--- config.mk ---
export PLATFORM = sky130hd
export DESIGN_NAME = tmr_queue
export DESIGN_NICKNAME = d
export VERILOG_FILES = /design/src/rtl/tmr_pkg.sv /design/src/rtl/tmr_queue.sv
export SDC_FILE = /design/constraint.sdc
export NUM_CORES = 1
export LEC_CHECK = 0
export ABC_AREA = 1
export BUFFER_PORTS_ARGS = -buffer_cell sky130_fd_sc_hd__buf_2
export CAP_MARGIN = 20
export CORE_AREA = 5 5 118 120
export CTS_CLUSTER_DIAMETER = 100
export CTS_CLUSTER_SIZE = 28
export DETAILED_ROUTE_END_ITERATION = 8
export DIE_AREA = 0 0 123 125
export PLACE_DENSITY_LB_ADDON = 0.1
export SYNTH_ARGS = -nofsm -noshare
export SYNTH_HDL_FRONTEND = slang
export SYNTH_SLANG_ARGS = --single-unit
--- constraint.sdc ---
create_clock -name clk -period 4 [get_ports clk]
set_input_delay 0.4 -clock clk [delete_from_list [all_inputs] [get_ports clk]]
set_output_delay 0.4 -clock clk [all_outputs]
set_load 0.005 [all_outputs]
--- src/rtl/tmr_pkg.sv ---
package tmr_pkg;

  localparam int TOPICS      = 32;
  localparam int QUEUE_MAX   = 8;
  localparam int DATA_WIDTH  = 64;
  localparam int SUBSCRIBERS = 16;

  localparam int TOPIC_W = $clog2(TOPICS);
  localparam int SLOT_W  = $clog2(QUEUE_MAX);
  localparam int DEPTH_W = 4;
  localparam int SUB_W   = 4;
  localparam int CNT_W   = $clog2(SUBSCRIBERS) + 1;
  localparam int TCNT_W  = 6;
  localparam int ADDR_W  = TOPIC_W + SLOT_W;
  localparam int WORDS   = TOPICS * QUEUE_MAX;

  localparam int QUEUE_DEPTH = 2;
  localparam int QPTR_W      = $clog2(QUEUE_DEPTH);
  localparam int QCNT_W      = $clog2(QUEUE_DEPTH + 1);

  localparam logic [DEPTH_W-1:0] RESET_QUEUE_LENGTH = DEPTH_W'(1);
  localparam logic [TCNT_W-1:0]  RESET_TOPIC_COUNT  = TCNT_W'(20);
  localparam logic [DEPTH_W-1:0] DEPTH_LIMIT        = DEPTH_W'(QUEUE_MAX);

  typedef enum logic [0:0] {
    REG_QUEUE_LENGTH = 1'b0,
    REG_TOPIC_COUNT  = 1'b1
  } cfg_reg_t;

  typedef enum logic [2:0] {
    OP_PUBLISH,
    OP_READ,
    OP_CHECK,
    OP_ATTACH,
    OP_FAIL
  } op_t;

  localparam logic [1:0] KIND_PUBLISH = 2'd0;
  localparam logic [1:0] KIND_READ    = 2'd1;
  localparam logic [1:0] KIND_CHECK   = 2'd2;
  localparam logic [1:0] KIND_ATTACH  = 2'd3;

  typedef struct packed {
    op_t                   op;
    logic [TOPIC_W-1:0]    topic;
    logic [SUB_W-1:0]      sub;
    logic [DATA_WIDTH-1:0] word;
  } entry_t;

  // slot re-initialization request sent to the back part on a depth write
  typedef struct packed {
    logic              init;
    logic [SLOT_W-1:0] read_slot;
  } slot_init_t;

endpackage

--- src/rtl/tmr_queue.sv ---
module tmr_queue (
  input  logic            clk,
  input  logic            rst,
  input  logic            push,
  input  tmr_pkg::entry_t push_entry,
  output logic            full,
  output logic            nonempty,
  input  logic            pop,
  output tmr_pkg::entry_t head
);

  tmr_pkg::entry_t             slots [tmr_pkg::QUEUE_DEPTH];
  logic [tmr_pkg::QPTR_W-1:0]  wr_ptr;
  logic [tmr_pkg::QPTR_W-1:0]  rd_ptr;
  logic [tmr_pkg::QCNT_W-1:0]  count;

  assign full     = count == tmr_pkg::QCNT_W'(tmr_pkg::QUEUE_DEPTH);
  assign nonempty = count != '0;
  assign head     = slots[rd_ptr];

  always_ff @(posedge clk) begin
    if (push) begin
      slots[wr_ptr] <= push_entry;
    end
  end

  always_ff @(posedge clk) begin
    if (rst) begin
      wr_ptr <= '0;
      rd_ptr <= '0;
      count  <= '0;
    end else begin
      if (push) begin
        wr_ptr <= (wr_ptr == tmr_pkg::QPTR_W'(tmr_pkg::QUEUE_DEPTH - 1)) ? '0
                                                                          : wr_ptr + 1'b1;
      end
      if (pop) begin
        rd_ptr <= (rd_ptr == tmr_pkg::QPTR_W'(tmr_pkg::QUEUE_DEPTH - 1)) ? '0
                                                                          : rd_ptr + 1'b1;
      end
      case ({push, pop})
        2'b10:   count <= count + 1'b1;
        2'b01:   count <= count - 1'b1;
        default: count <= count;
      endcase
    end
  end

endmodule

==> results.toml <==
[floorplan]
coreArea_um2 = 12900
top_level_ports = 158
row_count = 42
die-area_um2 = 15400
initial_utilization_pct = 45.5
die_x_um = 123
die_h_um = 125

[hold_path]
hold_path.class = "in2reg"
hold_path_end = "slots[1][61]"
hp-start = "push_entry[61]"
worstHoldPathCells = 1

[place]
post-place-ws_ns = 1.80
place_congestion = 0.704
portBuffers = 157
dp_hpwl_um = 6750

[drt]
viasPerCell = 4.66
wl_per_cell_um = 15.8
drc_errors = 0
first_iter_violations = 127
vias = 2940
drt_wl_total_um = 9960
drtPass1Iterations = 4
ant_nets = 0

[worst_setup_path]
reg2reg_to = "slots[1][21]"
rr_worst_depth = 3
worst-endpoint-required_ns = 3.60
crit_chain = "buf_4, mux2_2, buf_2"
slowest_stage = "dfxtp_4"
regToRegSetupSlack_ns = 2.54
cpPeakStageDelay_ns = 0.85
startpoint_type = "flip-flop"
r2r-start = "wr_ptr"
critPathCaptureType = "primary output"
cp_data_arrival_time_ns = 2.20
worst-path-max-fanout = 49
crit_type = "reg2out"

[final_layout]
synthToLayoutAreaGrowth_pct = 27.0
diodes = 0
nNetsFinal = 524
drive_gt1_share_pct = 58.2

[synth]
synthXorXnorAreaFrac_pct = 0.149
seq_area_frac_synth_pct = 79.6
syn_inst = 269
synth_nets = 350
syn_area_um2 = 5860
avgSynthCellArea_um2 = 21.8
synth-seq-cells = 157
synth_fa_ha_area_share_pct = 0.213
ys_types = 16
synthMuxAreaShare_pct = 17.2
synth-simple-area-share_pct = 1.15
synth_compound_area_share_pct = 0.171
synth_top_family_by_area = "multiplexers"
synth_warnings = 0

[timing]
timing.fmax_mhz = 385
final.period_utilization_pct = 64.9
rsz0062_at_grt = "no"
finalCriticalPeriod_ns = 2.60
worst_slew_pin_slew_ns = 0.759
final.setup.worst_slack_ns = 1.40
drv_slew = 0
setup_viol = 0
clock_skew_ns = 0.00326
relSlewSlack_pct = 49.4
setup-tns-final_ns = 0
timing.final.hold_violations = 0
holdWs_ns = 0.179

[global_route]
grt_pass1_wl_um = 15600
overflow = 0
grt_max_degree = 50
antenna_found_initial = 0
grt_pass1_vias = 3136
grt_usage_pct = 13.5

[power]
power.leakage_nw = 2.92
power_density_nw_per_um2 = 519
vdd_drop_max_mv = 0.313
finalPower_w = 0.00387

[cts]
post-cts-setup-buffers = 0
root_buffer = "clkbuf_16"
cts_buffers = 17
htreeDepth = 4
cts_tree = "done"
clk_pin_slew_ns = 0.06
clockBufferDepth = 2
hold_buffers = 0
insertion_delay_ns = 0.41
cts_sinks = 157
post_cts_resized = 0

[outcome]
status = "complete, no violations"

[job]
cap_violations = 0
stage by stage:
stage          instance area (µm²)  cells  utilization, %
2_1_floorplan                 5870    269               -
3_3_place_gp                  6860    600            53.3
3_5_place_dp                  6860    600            53.3
4_1_cts                       7440    631            57.8
5_1_grt                       7440    631            57.8
6_report                      7440    631            57.8
critical path: cells and delay by family (launching register included):
family / cells / cell delay, ns
buf+inv: 2 / 0.54
mux: 1 / 0.38
flops: 1 / 0.85
sequential cells by signal, summed over array words and instances, names as in the netlist, named ones only:
signal,cells
count,2
slots,152
wr_ptr,1
rd_ptr,1
power breakdown:
part	leakage, nW	total [W]	internal (W)	switching, W
clock network	0.285	0.00158	0.00103	0.000552
logic	1.17	0.000340	0.000195	0.000145
registers	1.47	0.00195	0.00190	0.0000422
worst max-delay path by stage:
stage / startpoint / to / slack (ns) / depth (start not counted)
finish: flip-flop / head[66] / 1.40 / 3
global route: flip-flop / head[66] / 1.28 / 3
CTS: flip-flop / head[66] / 1.35 / 3
detailed placement: flip-flop / head[66] / 1.80 / 3
floorplan: push / slots[0][0] / 1.16 / 2
global placement: flip-flop / head[66] / 1.82 / 3
synth_stat cells:
| cell | number | area, µm² |
|---|---|---|
| buf_2 | 3 | 15.0 |
| xnor2_1 | 1 | 8.76 |
| mux2_2 | 36 | 405 |
| nand4_1 | 1 | 6.26 |
| nor2_1 | 9 | 33.8 |
| dfxtp_1 | 5 | 100 |
| o21ai_0 | 1 | 5.00 |
| nor3_1 | 1 | 5.00 |
| buf_6 | 4 | 45.0 |
| mux2_4 | 40 | 601 |
| nand2_1 | 6 | 22.5 |
| edfxtp_1 | 152 | 4560 |
| a21oi_1 | 1 | 5.00 |
| inv_1 | 7 | 26.3 |
| ha_1 | 1 | 12.5 |
| buf_4 | 1 | 7.51 |
cells in the final DEF (no fill, tap or decap), drive strengths merged:
cell type	instances
clkinv	8
o21ai	1
nand2	6
ha	1
bufinv	4
xnor2	1
a21oi	1
inv	6
mux2	76
dfxtp	5
nand4	1
nor2	9
edfxtp	152
buf	163
clkbuf	20
nor3	1
per-layer routing:
metal,vias to the layer above,wire [µm],track usage (%)
li1,1394,-,-
met1,1430,3910,15.0
met3,15,923,5.24
met2,101,4920,22.5
met5,-,0,0
met4,0,206,6.45
final cells by class:
class	instances	area, µm²
clock buffer	20	437
multi-input combinational	97	1110
timing repair buffer	163	831
inverter	7	27.5
sequential	157	4670
fill	1027	5430
clock inverter	11	149
tap	176	220
cells by family (layout without fill, tap and decap cells):
kind of cell	Yosys count	count (layout)
buffers and inverters	15	201
AO/OA/AOI/OAI	2	2
AND/OR/NAND/NOR	17	17
flip-flops	157	157
XOR/XNOR	1	1
multiplexers	76	76
adder cells (fa/ha/maj)	1	1
(Power assumes the default switching activity.)
