### config.mk
export PLATFORM = sky130hd
export DESIGN_NAME = tmr_front
export DESIGN_NICKNAME = d
export VERILOG_FILES = /design/src/rtl/tmr_pkg.sv /design/src/rtl/tmr_front.sv
export SDC_FILE = /design/constraint.sdc
export NUM_CORES = 1
export LEC_CHECK = 0
export BUFFER_PORTS_ARGS = -buffer_cell sky130_fd_sc_hd__buf_4
export CORE_MARGIN = 2
export CORE_UTILIZATION = 27
export DETAILED_ROUTE_END_ITERATION = 8
export PLACE_DENSITY = 0.86
export SLEW_MARGIN = 20
export SYNTH_ARGS = -nofsm -noshare
export SYNTH_HDL_FRONTEND = slang
export SYNTH_SLANG_ARGS = --single-unit
export TNS_END_PERCENT = 20
### constraint.sdc
create_clock -name clk -period 1.1 [get_ports clk]
set_clock_uncertainty 0.05 [all_clocks]
set_input_delay 0 -clock clk [delete_from_list [all_inputs] [get_ports clk]]
set_output_delay 0 -clock clk [all_outputs]
set_load 0.03 [all_outputs]
### src/rtl/tmr_pkg.sv
package tmr_pkg;

  localparam int TOPICS      = 32;
  localparam int QUEUE_MAX   = 8;
  localparam int DATA_WIDTH  = 64;
  localparam int SUBSCRIBERS = 16;

  localparam int TOPIC_W = $clog2(TOPICS);
  localparam int SLOT_W  = $clog2(QUEUE_MAX);
  localparam int DEPTH_W = 4;
  localparam int SUB_W   = 4;
  localparam int CNT_W   = $clog2(SUBSCRIBERS) + 1;
  localparam int TCNT_W  = 6;
  localparam int ADDR_W  = TOPIC_W + SLOT_W;
  localparam int WORDS   = TOPICS * QUEUE_MAX;

  localparam int QUEUE_DEPTH = 2;
  localparam int QPTR_W      = $clog2(QUEUE_DEPTH);
  localparam int QCNT_W      = $clog2(QUEUE_DEPTH + 1);

  localparam logic [DEPTH_W-1:0] RESET_QUEUE_LENGTH = DEPTH_W'(1);
  localparam logic [TCNT_W-1:0]  RESET_TOPIC_COUNT  = TCNT_W'(20);
  localparam logic [DEPTH_W-1:0] DEPTH_LIMIT        = DEPTH_W'(QUEUE_MAX);

  typedef enum logic [0:0] {
    REG_QUEUE_LENGTH = 1'b0,
    REG_TOPIC_COUNT  = 1'b1
  } cfg_reg_t;

  typedef enum logic [2:0] {
    OP_PUBLISH,
    OP_READ,
    OP_CHECK,
    OP_ATTACH,
    OP_FAIL
  } op_t;

  localparam logic [1:0] KIND_PUBLISH = 2'd0;
  localparam logic [1:0] KIND_READ    = 2'd1;
  localparam logic [1:0] KIND_CHECK   = 2'd2;
  localparam logic [1:0] KIND_ATTACH  = 2'd3;

  typedef struct packed {
    op_t                   op;
    logic [TOPIC_W-1:0]    topic;
    logic [SUB_W-1:0]      sub;
    logic [DATA_WIDTH-1:0] word;
  } entry_t;

  // slot re-initialization request sent to the back part on a depth write
  typedef struct packed {
    logic              init;
    logic [SLOT_W-1:0] read_slot;
  } slot_init_t;

endpackage

### src/rtl/tmr_front.sv
module tmr_front (
  input  logic                          clk,
  input  logic                          rst,
  input  logic                          cfg_we,
  input  logic [0:0]                    cfg_index,
  input  logic [tmr_pkg::TCNT_W-1:0]    cfg_data,
  input  logic                          accept,
  input  logic [1:0]                    kind,
  input  logic [tmr_pkg::TOPIC_W-1:0]   topic,
  input  logic [tmr_pkg::SUB_W-1:0]     subscriber,
  input  logic [tmr_pkg::DATA_WIDTH-1:0] payload,
  output logic                          push,
  output tmr_pkg::entry_t               entry,
  output logic [tmr_pkg::DEPTH_W-1:0]   depth,
  output tmr_pkg::slot_init_t           slot_init
);

  logic [tmr_pkg::DEPTH_W-1:0] queue_length;
  logic [tmr_pkg::TCNT_W-1:0]  topic_count;
  logic [tmr_pkg::DEPTH_W-1:0] new_len;
  logic [tmr_pkg::DEPTH_W-1:0] new_depth;
  logic                        topic_ok;
  logic                        depth_ok;
  logic                        sub_ok;

  always_ff @(posedge clk) begin
    if (rst) begin
      queue_length <= tmr_pkg::RESET_QUEUE_LENGTH;
      topic_count  <= tmr_pkg::RESET_TOPIC_COUNT;
    end else if (cfg_we) begin
      case (tmr_pkg::cfg_reg_t'(cfg_index))
        tmr_pkg::REG_QUEUE_LENGTH: queue_length <= new_len;
        tmr_pkg::REG_TOPIC_COUNT:  topic_count  <= cfg_data;
        default: ;
      endcase
    end
  end

  assign new_len   = cfg_data[tmr_pkg::DEPTH_W-1:0];
  assign new_depth = (new_len > tmr_pkg::DEPTH_LIMIT) ? tmr_pkg::DEPTH_LIMIT : new_len;
  assign depth     = (queue_length > tmr_pkg::DEPTH_LIMIT) ? tmr_pkg::DEPTH_LIMIT
                                                           : queue_length;

  always_comb begin
    slot_init.init      = cfg_we && (tmr_pkg::cfg_reg_t'(cfg_index) == tmr_pkg::REG_QUEUE_LENGTH);
    slot_init.read_slot = '0;
    if (new_depth != '0) begin
      slot_init.read_slot = tmr_pkg::SLOT_W'(new_depth - tmr_pkg::DEPTH_W'(1));
    end
  end

  // topic count may exceed the topic range, then every topic is present
  assign topic_ok = {1'b0, topic} < topic_count;
  assign depth_ok = depth != '0;
  assign sub_ok   = {1'b0, subscriber} < (tmr_pkg::SUB_W + 1)'(tmr_pkg::SUBSCRIBERS);

  always_comb begin
    entry.topic = topic;
    entry.sub   = subscriber;
    entry.word  = payload;
    entry.op    = tmr_pkg::OP_FAIL;
    if (topic_ok) begin
      case (kind)
        tmr_pkg::KIND_PUBLISH: if (depth_ok) entry.op = tmr_pkg::OP_PUBLISH;
        tmr_pkg::KIND_READ:    if (depth_ok && sub_ok) entry.op = tmr_pkg::OP_READ;
        tmr_pkg::KIND_CHECK:   if (depth_ok && sub_ok) entry.op = tmr_pkg::OP_CHECK;
        tmr_pkg::KIND_ATTACH:  entry.op = tmr_pkg::OP_ATTACH;
        default:               entry.op = tmr_pkg::OP_FAIL;
      endcase
    end
  end

  assign push = accept;

endmodule

==> impl_metrics.yaml, run 1 <==
status:
  outcome: "finished with violations"
  violations: "negative setup slack"
synth:
  synth_top_area_cell: "buf_4"
  synth_top_area_share_pct: 49.5
  ys_seq_area_share_pct: 17.6
  synthArstFlopShare_pct: 0
  yosys_warnings: 0
  synth_area_per_cell_um2: 7.84
  synth_enable_flop_cells: 0
  synth_cell_types: 23
  syn-num-nets: 235
  synth-seq-cells: 10
  synth_most_common_cell: "buf_4"
  synth_common_cells: "75 x buf_4, 10 x dfxtp_1, 7 x a21oi_1, 7 x nand2_1"
  synth.area.top_cells: "buf_4 50%, dfxtp_1 18%, ha_1 4.4%, a211o_1 3.1%, a21oi_1 3.1%"
  netlist_instances: 145
  synth_ff_type: "dfxtp_1"
  syn_area_um2: 1140
clock_network:
  clk_latency_ns: 0.24
  cts_root_buf: "clkbuf_8"
  path_clk_slew_ns: 0.05
  h-tree-depth: 1
  tritoncts: "built"
  clockBufferDepth: 2
  cts_inserted_buffers: 3
  clock-sinks: 10
pwr:
  p_leak_nw: 0.777
  vdd_ir_drop_max_mv: 0.438
  finalPower_mw: 1.80
  power_per_cell_area_nw_per_um2: 986
setup_path:
  worstSetupStartpointType: "flop"
  slowest_stage: "dfxtp_2"
  cp.required_ns: 1.05
  setup.worst_path.start: "topic_count[1]$_SDFFE_PP0P_"
  path_cells: "inv_1, ha_4, a21o_4, a211o_1, buf_6"
  critical_path.reg2reg.startpoint: "queue_length[0]$_SDFFE_PP1P_"
  reg2reg_setup_slack_ns: 0.12
  crit_fanout: 3
  end_kind: "output pin"
  max_stage_delay_ns: 0.31
  worst-endpoint-arrival_ns: 1.54
  worstSetupPathType: "flop to output pin"
timing:
  period_share_pct: 145
  hold_violations: 0
  grt_setup_unrepaired: "true"
  slew_violations: 0
  fin_ws_ns: -0.494
  slew_headroom_pct: 77.4
  min_period_ns: 1.59
  clock.fmax_mhz: 628
  finalSetupTns_ns: -1.37
  tightest_slew_ns: 0.338
  setup_viol: 3
  holdWs_ns: 0.00257
global_route:
  overflow: 0
  grt_max_degree: 11
  antenna_found_initial: 0
  grt_pass1_vias: 873
  track_usage_pct: 11.1
  grt_pass1_wl_mm: 3.76
worst_hold_path:
  min_from: "cfg_data[0]"
  min_path_type: "primary input to flop"
placement:
  place_area_um2: 943
  place.port_buffers: 32
  dp_slack_ns: -0.337
  dp_hpwl_mm: 1.62
  place_congestion: 0.727
  dp.cells: 156
final_layout:
  nets: 274
  drive_gt1_share_pct: 35.5
  n_fill_cell: 378
  n_antenna_cell: 0
  finish.instance_area_um2: 1830
  regArea_um2: 205
  syn2layout_area_growth_pct: 60.9
  multiInputGateArea_um2: 468
  stdcell_count: 233
  utilization_pct: 45.4
floorplanning:
  die_area_um2: 4750
  ioPinCount: 171
  dieHeight_um: 68.9
  start_util_pct: 28.2
  fp.dieW_um: 68.9
  core_um2: 4030
  num_rows: 23
flow_run:
  drv_cap: 0
drt:
  vias: 1024
  drc: 0
  drtPass1Iterations: 4
  wl_per_cell_um: 13.6
  drt_iter0_drc: 21
  drt_wl_total_mm: 3.18
  antenna_left: 0
  vias_per_cell: 4.39
-- what timing repair did --
| action | CTS | global route |
|---|---|---|
| resized for setup | 16 | 6 |
| hold endpoints to repair | 79 | 0 |
| buffers inserted | 1 | 0 |
| setup endpoints to repair | 3 | 4 |
| hold buffers | 72 | 0 |
| pin swaps | 4 | 4 |
-- flip-flops by register name (all words and copies together) (netlist names) --
register / cells
topic_count: 6
queue_length: 4
-- routing by layer --
metal  global-route usage, %  routed length, um  up-vias
met1                    9.80                929      457
met3                    1.14                260        5
met4                    6.62                 69        0
li1                        -                  -      474
met5                       0                  0        -
met2                    23.4               1920       88
-- worst paths after layout --
check,to,depth (start not counted)
worst max register to register,queue_length[0]$_SDFFE_PP1P_,3
worst max-delay path,entry[75],5
worst min-delay path,topic_count[0]$_SDFFE_PP0P_,3
worst min register to register,topic_count[0]$_SDFFE_PP0P_,2
-- critical path: cells and delay by family, from the launching register on --
kind,cells,cell delay (ns)
AO/OA/AOI/OAI,2,0.55
flip-flops,1,0.31
buffers and inverters,2,0.23
adder cells (fa/ha/maj),1,0.21
-- final cells by class --
type	instances	share of cell area (%)
Sequential cell	10	11.2
Inverter	4	0.820
Multi-Input combinational cell	54	25.6
Timing Repair Buffer	111	56.0
Clock buffer	4	3.01
Tap cell	50	3.42
-- power by group --
group          total (mW)  switching [mW]  internal, mW
Clock               0.464           0.149         0.315
Combinational       0.946           0.561         0.385
Sequential          0.395          0.0107         0.385
-- layout by cell type (no fill, tap or decap), drive strengths merged, types with 5 or more instances in the layout --
cell,count
dfxtp,10
nand2,7
nor2,5
buf,39
nand3,5
nor2b,5
a21oi,8
dlygate4sd3,72
-- cells by family (layout without fill, tap and decap cells) --
family,Yosys count,in the layout,share of synthesized area (%)
buf+inv,81,119,51.5
simple gates,28,28,13.0
compound gates,19,19,10.9
flops,10,10,17.6
fa+ha+maj,4,4,4.40
mux,3,3,2.64
Note: power is estimated with default switching activity, not from simulation.
==> inputs of run 2 (changes only) <==
--- a/config.mk
+++ b/config.mk
@@ -6,8 +6,10 @@
 export NUM_CORES = 1
 export LEC_CHECK = 0
 export BUFFER_PORTS_ARGS = -buffer_cell sky130_fd_sc_hd__buf_4
+export CELL_PAD_IN_SITES_DETAIL_PLACEMENT = 1
+export CELL_PAD_IN_SITES_GLOBAL_PLACEMENT = 1
 export CORE_MARGIN = 2
-export CORE_UTILIZATION = 27
+export CORE_UTILIZATION = 16
 export DETAILED_ROUTE_END_ITERATION = 8
 export PLACE_DENSITY = 0.86
 export SLEW_MARGIN = 20
==> impl_metrics.yaml, run 2 (same netlist as run 1, synthesis figures left out) <==
global_route:
  overflow: 0
  grt_max_degree: 11
  use_met2_pct: 13.7
  track_usage_pct: 6.93
  antenna_found_initial: 0
  global_route.usage.met1_pct: 7.14
  grt_pass1_wl_mm: 4.20
  grt_pass1_vias: 975
  met3_usage_pct: 1.03
  grt-busiest-layer: "met2"
setup_path:
  crit_fanout: 3
  max_stage_delay_ns: 0.34
  worst-endpoint-arrival_ns: 1.53
  worstSetupPathType: "flop to output pin"
  end_kind: "output pin"
  critPathBufInv: 2
  worstSetupStartpointType: "flop"
  critPathTopFamily: "flip-flops"
  slowest_stage: "dfxtp_2"
  path_cells: "inv_2, ha_4, and4b_2, a211o_1, buf_6"
  cp.required_ns: 1.05
timing:
  slew_headroom_pct: 77.9
  tightest_slew_ns: 0.331
  slew_violations: 0
  setup_viol: 3
  clock.fmax_mhz: 633
  finalSetupTns_ns: -1.43
  fin_ws_ns: -0.481
  min_period_ns: 1.58
  grt_setup_unrepaired: "true"
  period_share_pct: 144
  hold_violations: 0
final_layout:
  final_common_cell: "dlygate4sd3_1"
  top_regs: "topic_count: 6 flops, queue_length: 4 flops"
  largest_reg_flops: 6
  n_fill_cell: 778
  nets: 273
  syn2layout_area_growth_pct: 65.9
  final_cell_mix: "71 x dlygate4sd3_1, 37 x buf_4, 7 x nand2_1, 6 x dfxtp_1"
  drive_gt1_share_pct: 35.7
  n_antenna_cell: 0
  finish.instance_area_um2: 1890
  regMostFlops: "topic_count"
  stdcell_count: 278
placement:
  place_congestion: 0.706
  dp_slack_ns: -0.343
  dp.cells: 203
  place.port_buffers: 32
  dp_hpwl_mm: 1.93
  place_area_um2: 1010
floorplanning:
  die_area_um2: 7800
  start_util_pct: 16.6
  dieHeight_um: 88.3
  ioPinCount: 171
  fp.dieW_um: 88.3
  core_um2: 6830
  num_rows: 30
clock_network:
  path_clk_slew_ns: 0.05
  cts_root_buf: "clkbuf_8"
  clockBufferDepth: 2
  tritoncts: "built"
  clk_latency_ns: 0.23
  clock-sinks: 10
  cts_inserted_buffers: 3
  h-tree-depth: 1
drt:
  vias_per_cell: 3.73
  drt_wl_total_mm: 3.39
  drc: 0
  drt_iter0_drc: 20
  drtPass1Iterations: 4
  vias: 1036
  antenna_left: 0
  wl_per_cell_um: 12.2
pwr:
  power_per_cell_area_nw_per_um2: 954
  p_leak_nw: 0.773
  vdd_ir_drop_max_mv: 0.235
flow_run:
  drv_cap: 0
status:
  outcome: "finished with violations"
  violations: "negative setup slack"
worst_hold_path:
  min_path_type: "primary input to flop"
## run 2: cell count changes in the layout (fill, tap and decap cells not counted), sizes merged
cell	before	now
dlygate4sd3	72	71
## run 2: worst paths after layout
| kind | start | endpoint | slack [ns] | depth (start not counted) |
|---|---|---|---|---|
| worst max-delay path | topic_count[2]$_SDFFE_PP1P_ | entry[75] | -0.48 | 5 |
| worst max register to register | queue_length[0]$_SDFFE_PP1P_ | queue_length[0]$_SDFFE_PP1P_ | 0.12 | 3 |
| worst min-delay path | cfg_data[5] | topic_count[5]$_SDFFE_PP0P_ | 0.003 | 3 |
| worst min register to register | topic_count[3]$_SDFFE_PP0P_ | topic_count[3]$_SDFFE_PP0P_ | 0.41 | 2 |
## run 2: final cells by class
class	count	area (um^2)	share of cell area, %
clock buffers	4	55.1	2.92
inverters	4	15.0	0.796
multi-input cells	54	480	25.5
flip-flops and latches	10	205	10.9
well taps	96	120	6.37
repair buffers	110	1010	53.6
## run 2: timing repair
action                                  CTS  global route
buffers inserted                          0             0
endpoints found under the setup margin    3             4
hold buffers                             71             0
hold endpoints to repair                 77             0
gates resized for setup                  14             8
pin swaps                                 2             4
## run 2: through the flow
| step | hold WS, ns | power (mW) | utilization (%) |
|---|---|---|---|
| CTS | 0.00256 | 1.78 | 27.0 |
| detailed placement | -0.0498 | 0.801 | 14.8 |
| finish | 0.00280 | 1.80 | 27.6 |
| global placement | -0.0498 | 0.788 | 14.8 |
| global route | 0.00758 | 1.87 | 27.6 |
| floorplan | 0.0679 | 1.10 | - |
## run 2: power by group
part           total, mW  switching, mW  internal (mW)
clock              0.450          0.136          0.314
combinational      0.955          0.569          0.386
sequential         0.396         0.0118          0.385
total               1.80          0.716           1.08
## run 2: worst min-delay path, cell delays in order
cell	delay, ns
buf_4	0.11
nand3_1	0.06
a21oi_1	0.05
## run 2: per-layer routing
| layer | up-vias | part of all wire, % |
|---|---|---|
| met1 | 469 | 32 |
| li1 | 472 | - |
| met2 | 93 | 56 |
| met5 | - | 0 |
| met3 | 2 | 10 |
| met4 | 0 | 1.0 |
==> inputs of run 3 (changes only) <==
--- a/config.mk
+++ b/config.mk
@@ -12,8 +12,8 @@
 export CORE_UTILIZATION = 16
 export DETAILED_ROUTE_END_ITERATION = 8
 export PLACE_DENSITY = 0.86
+export SKIP_CTS_REPAIR_TIMING = 1
 export SLEW_MARGIN = 20
 export SYNTH_ARGS = -nofsm -noshare
 export SYNTH_HDL_FRONTEND = slang
 export SYNTH_SLANG_ARGS = --single-unit
-export TNS_END_PERCENT = 20
==> impl_metrics.yaml, run 3 (same netlist as run 1, synthesis figures left out) <==
global_route:
  use_met2_pct: 9.09
  track_usage_pct: 6.09
  overflow: 0
  met3_usage_pct: 2.71
  grt_pass1_vias: 687
  grt_max_degree: 11
  antenna_found_initial: 0
  grt-busiest-layer: "met2"
  grt_pass1_wl_mm: 3.33
  global_route.usage.met1_pct: 5.70
floorplanning:
  fp.dieW_um: 88.3
  core_um2: 6830
  num_rows: 30
  die_area_um2: 7800
  start_util_pct: 16.6
  ioPinCount: 171
  dieHeight_um: 88.3
timing:
  holdWs_ns: -0.0106
  slew_violations: 0
  hold_violations: 2
  clock.fmax_mhz: 610
  grt_setup_unrepaired: "true"
  min_period_ns: 1.64
  slew_headroom_pct: 77.8
  tightest_slew_ns: 0.333
  period_share_pct: 149
  fin_ws_ns: -0.539
  setup_viol: 3
setup_path:
  slowest_stage: "dfxtp_2"
  cp.depth: 5
  critPathTopFamily: "flip-flops"
  worstSetupStartpointType: "flop"
  crit_fanout: 3
  worst-endpoint-arrival_ns: 1.59
  reg2regPathDepth: 3
  end_kind: "output pin"
  cp.required_ns: 1.05
  max_stage_delay_ns: 0.33
  worstSetupPathType: "flop to output pin"
  critPathBufInv: 2
  path_cells: "inv_2, ha_4, and4b_2, a211o_1, buf_6"
drt:
  antenna_left: 0
  drc: 0
  drt_iter0_drc: 38
  wl_per_cell_um: 12.5
  drt_wl_total_mm: 3.47
  vias_per_cell: 3.74
  vias: 1039
  drtPass1Iterations: 2
clock_network:
  h-tree-depth: 1
  tritoncts: "built"
  clk_latency_ns: 0.24
  cts_inserted_buffers: 3
  cts_root_buf: "clkbuf_8"
  clockBufferDepth: 2
  clock-sinks: 10
  path_clk_slew_ns: 0.05
final_layout:
  drive_gt1_share_pct: 35.2
  n_antenna_cell: 0
  stdcell_count: 278
  top_regs: "topic_count: 6 flops, queue_length: 4 flops"
  n_fill_cell: 784
  syn2layout_area_growth_pct: 65.3
  final_common_cell: "dlygate4sd3_1"
  final_cell_mix: "70 x dlygate4sd3_1, 37 x buf_4, 7 x nand2_1, 6 x dfxtp_1"
  regMostFlops: "topic_count"
  nets: 273
  largest_reg_flops: 6
placement:
  place.port_buffers: 32
  dp.cells: 204
  dp_hpwl_mm: 1.97
  place_congestion: 0.738
pwr:
  vdd_ir_drop_max_mv: 0.239
  p_leak_nw: 0.774
  finalPower_mw: 1.81
  power_per_cell_area_nw_per_um2: 963
worst_hold_path:
  min_delay_path_depth: 3
  min_path_type: "primary input to flop"
status:
  violations: "negative hold slack, negative setup slack"
  outcome: "finished with violations"
flow_run:
  drv_cap: 0
## run 3: final timing paths
check	slack [ns]	startpoint	to
setup / recovery	-0.54	topic_count[4]$_SDFFE_PP1P_	entry[75]
setup reg to reg	0.11	queue_length[0]$_SDFFE_PP1P_	queue_length[0]$_SDFFE_PP1P_
hold / removal	-0.01	cfg_data[5]	topic_count[5]$_SDFFE_PP0P_
hold reg to reg	0.41	topic_count[3]$_SDFFE_PP0P_	topic_count[3]$_SDFFE_PP0P_
## run 3: routing by layer
metal,wire length (um),up-vias
met5,0,-
met1,1080,472
met4,91,0
met3,326,5
met2,1970,91
li1,-,471
## run 3: area by class of cell
class | instances | area [um^2] | area share (%)
tap | 96 | 120 | 6.39
clock buffer | 4 | 55.1 | 2.93
inverter | 4 | 15.0 | 0.798
timing repair buffer | 110 | 1010 | 53.8
multi-input combinational | 54 | 473 | 25.1
sequential | 10 | 205 | 10.9
## run 3: power breakdown
group          internal (mW)  switching (mW)
registers              0.385          0.0109
clock network          0.315           0.149
logic                  0.385           0.568
## run 3: per-stage QoR
stage	hold slack (ns)	TNS (ns)	utilization, %	instance area [um^2]	worst slack, ns
after CTS	-0.0498	-1.67	15.7	1070	-0.579
after global placement	-0.0498	-0.816	14.9	1020	-0.292
after detailed placement	-0.0498	-0.884	14.9	1020	-0.313
final	-0.0106	-1.45	27.5	1880	-0.539
after floorplan	0.0679	-0.667	-	1170	-0.225
after global routing	0.00410	-1.61	27.5	1880	-0.596
## run 3: tightest hold or removal path, cell delays in order
cell	delay, ns
buf_4	0.11
nand3_1	0.06
a21oi_1	0.06
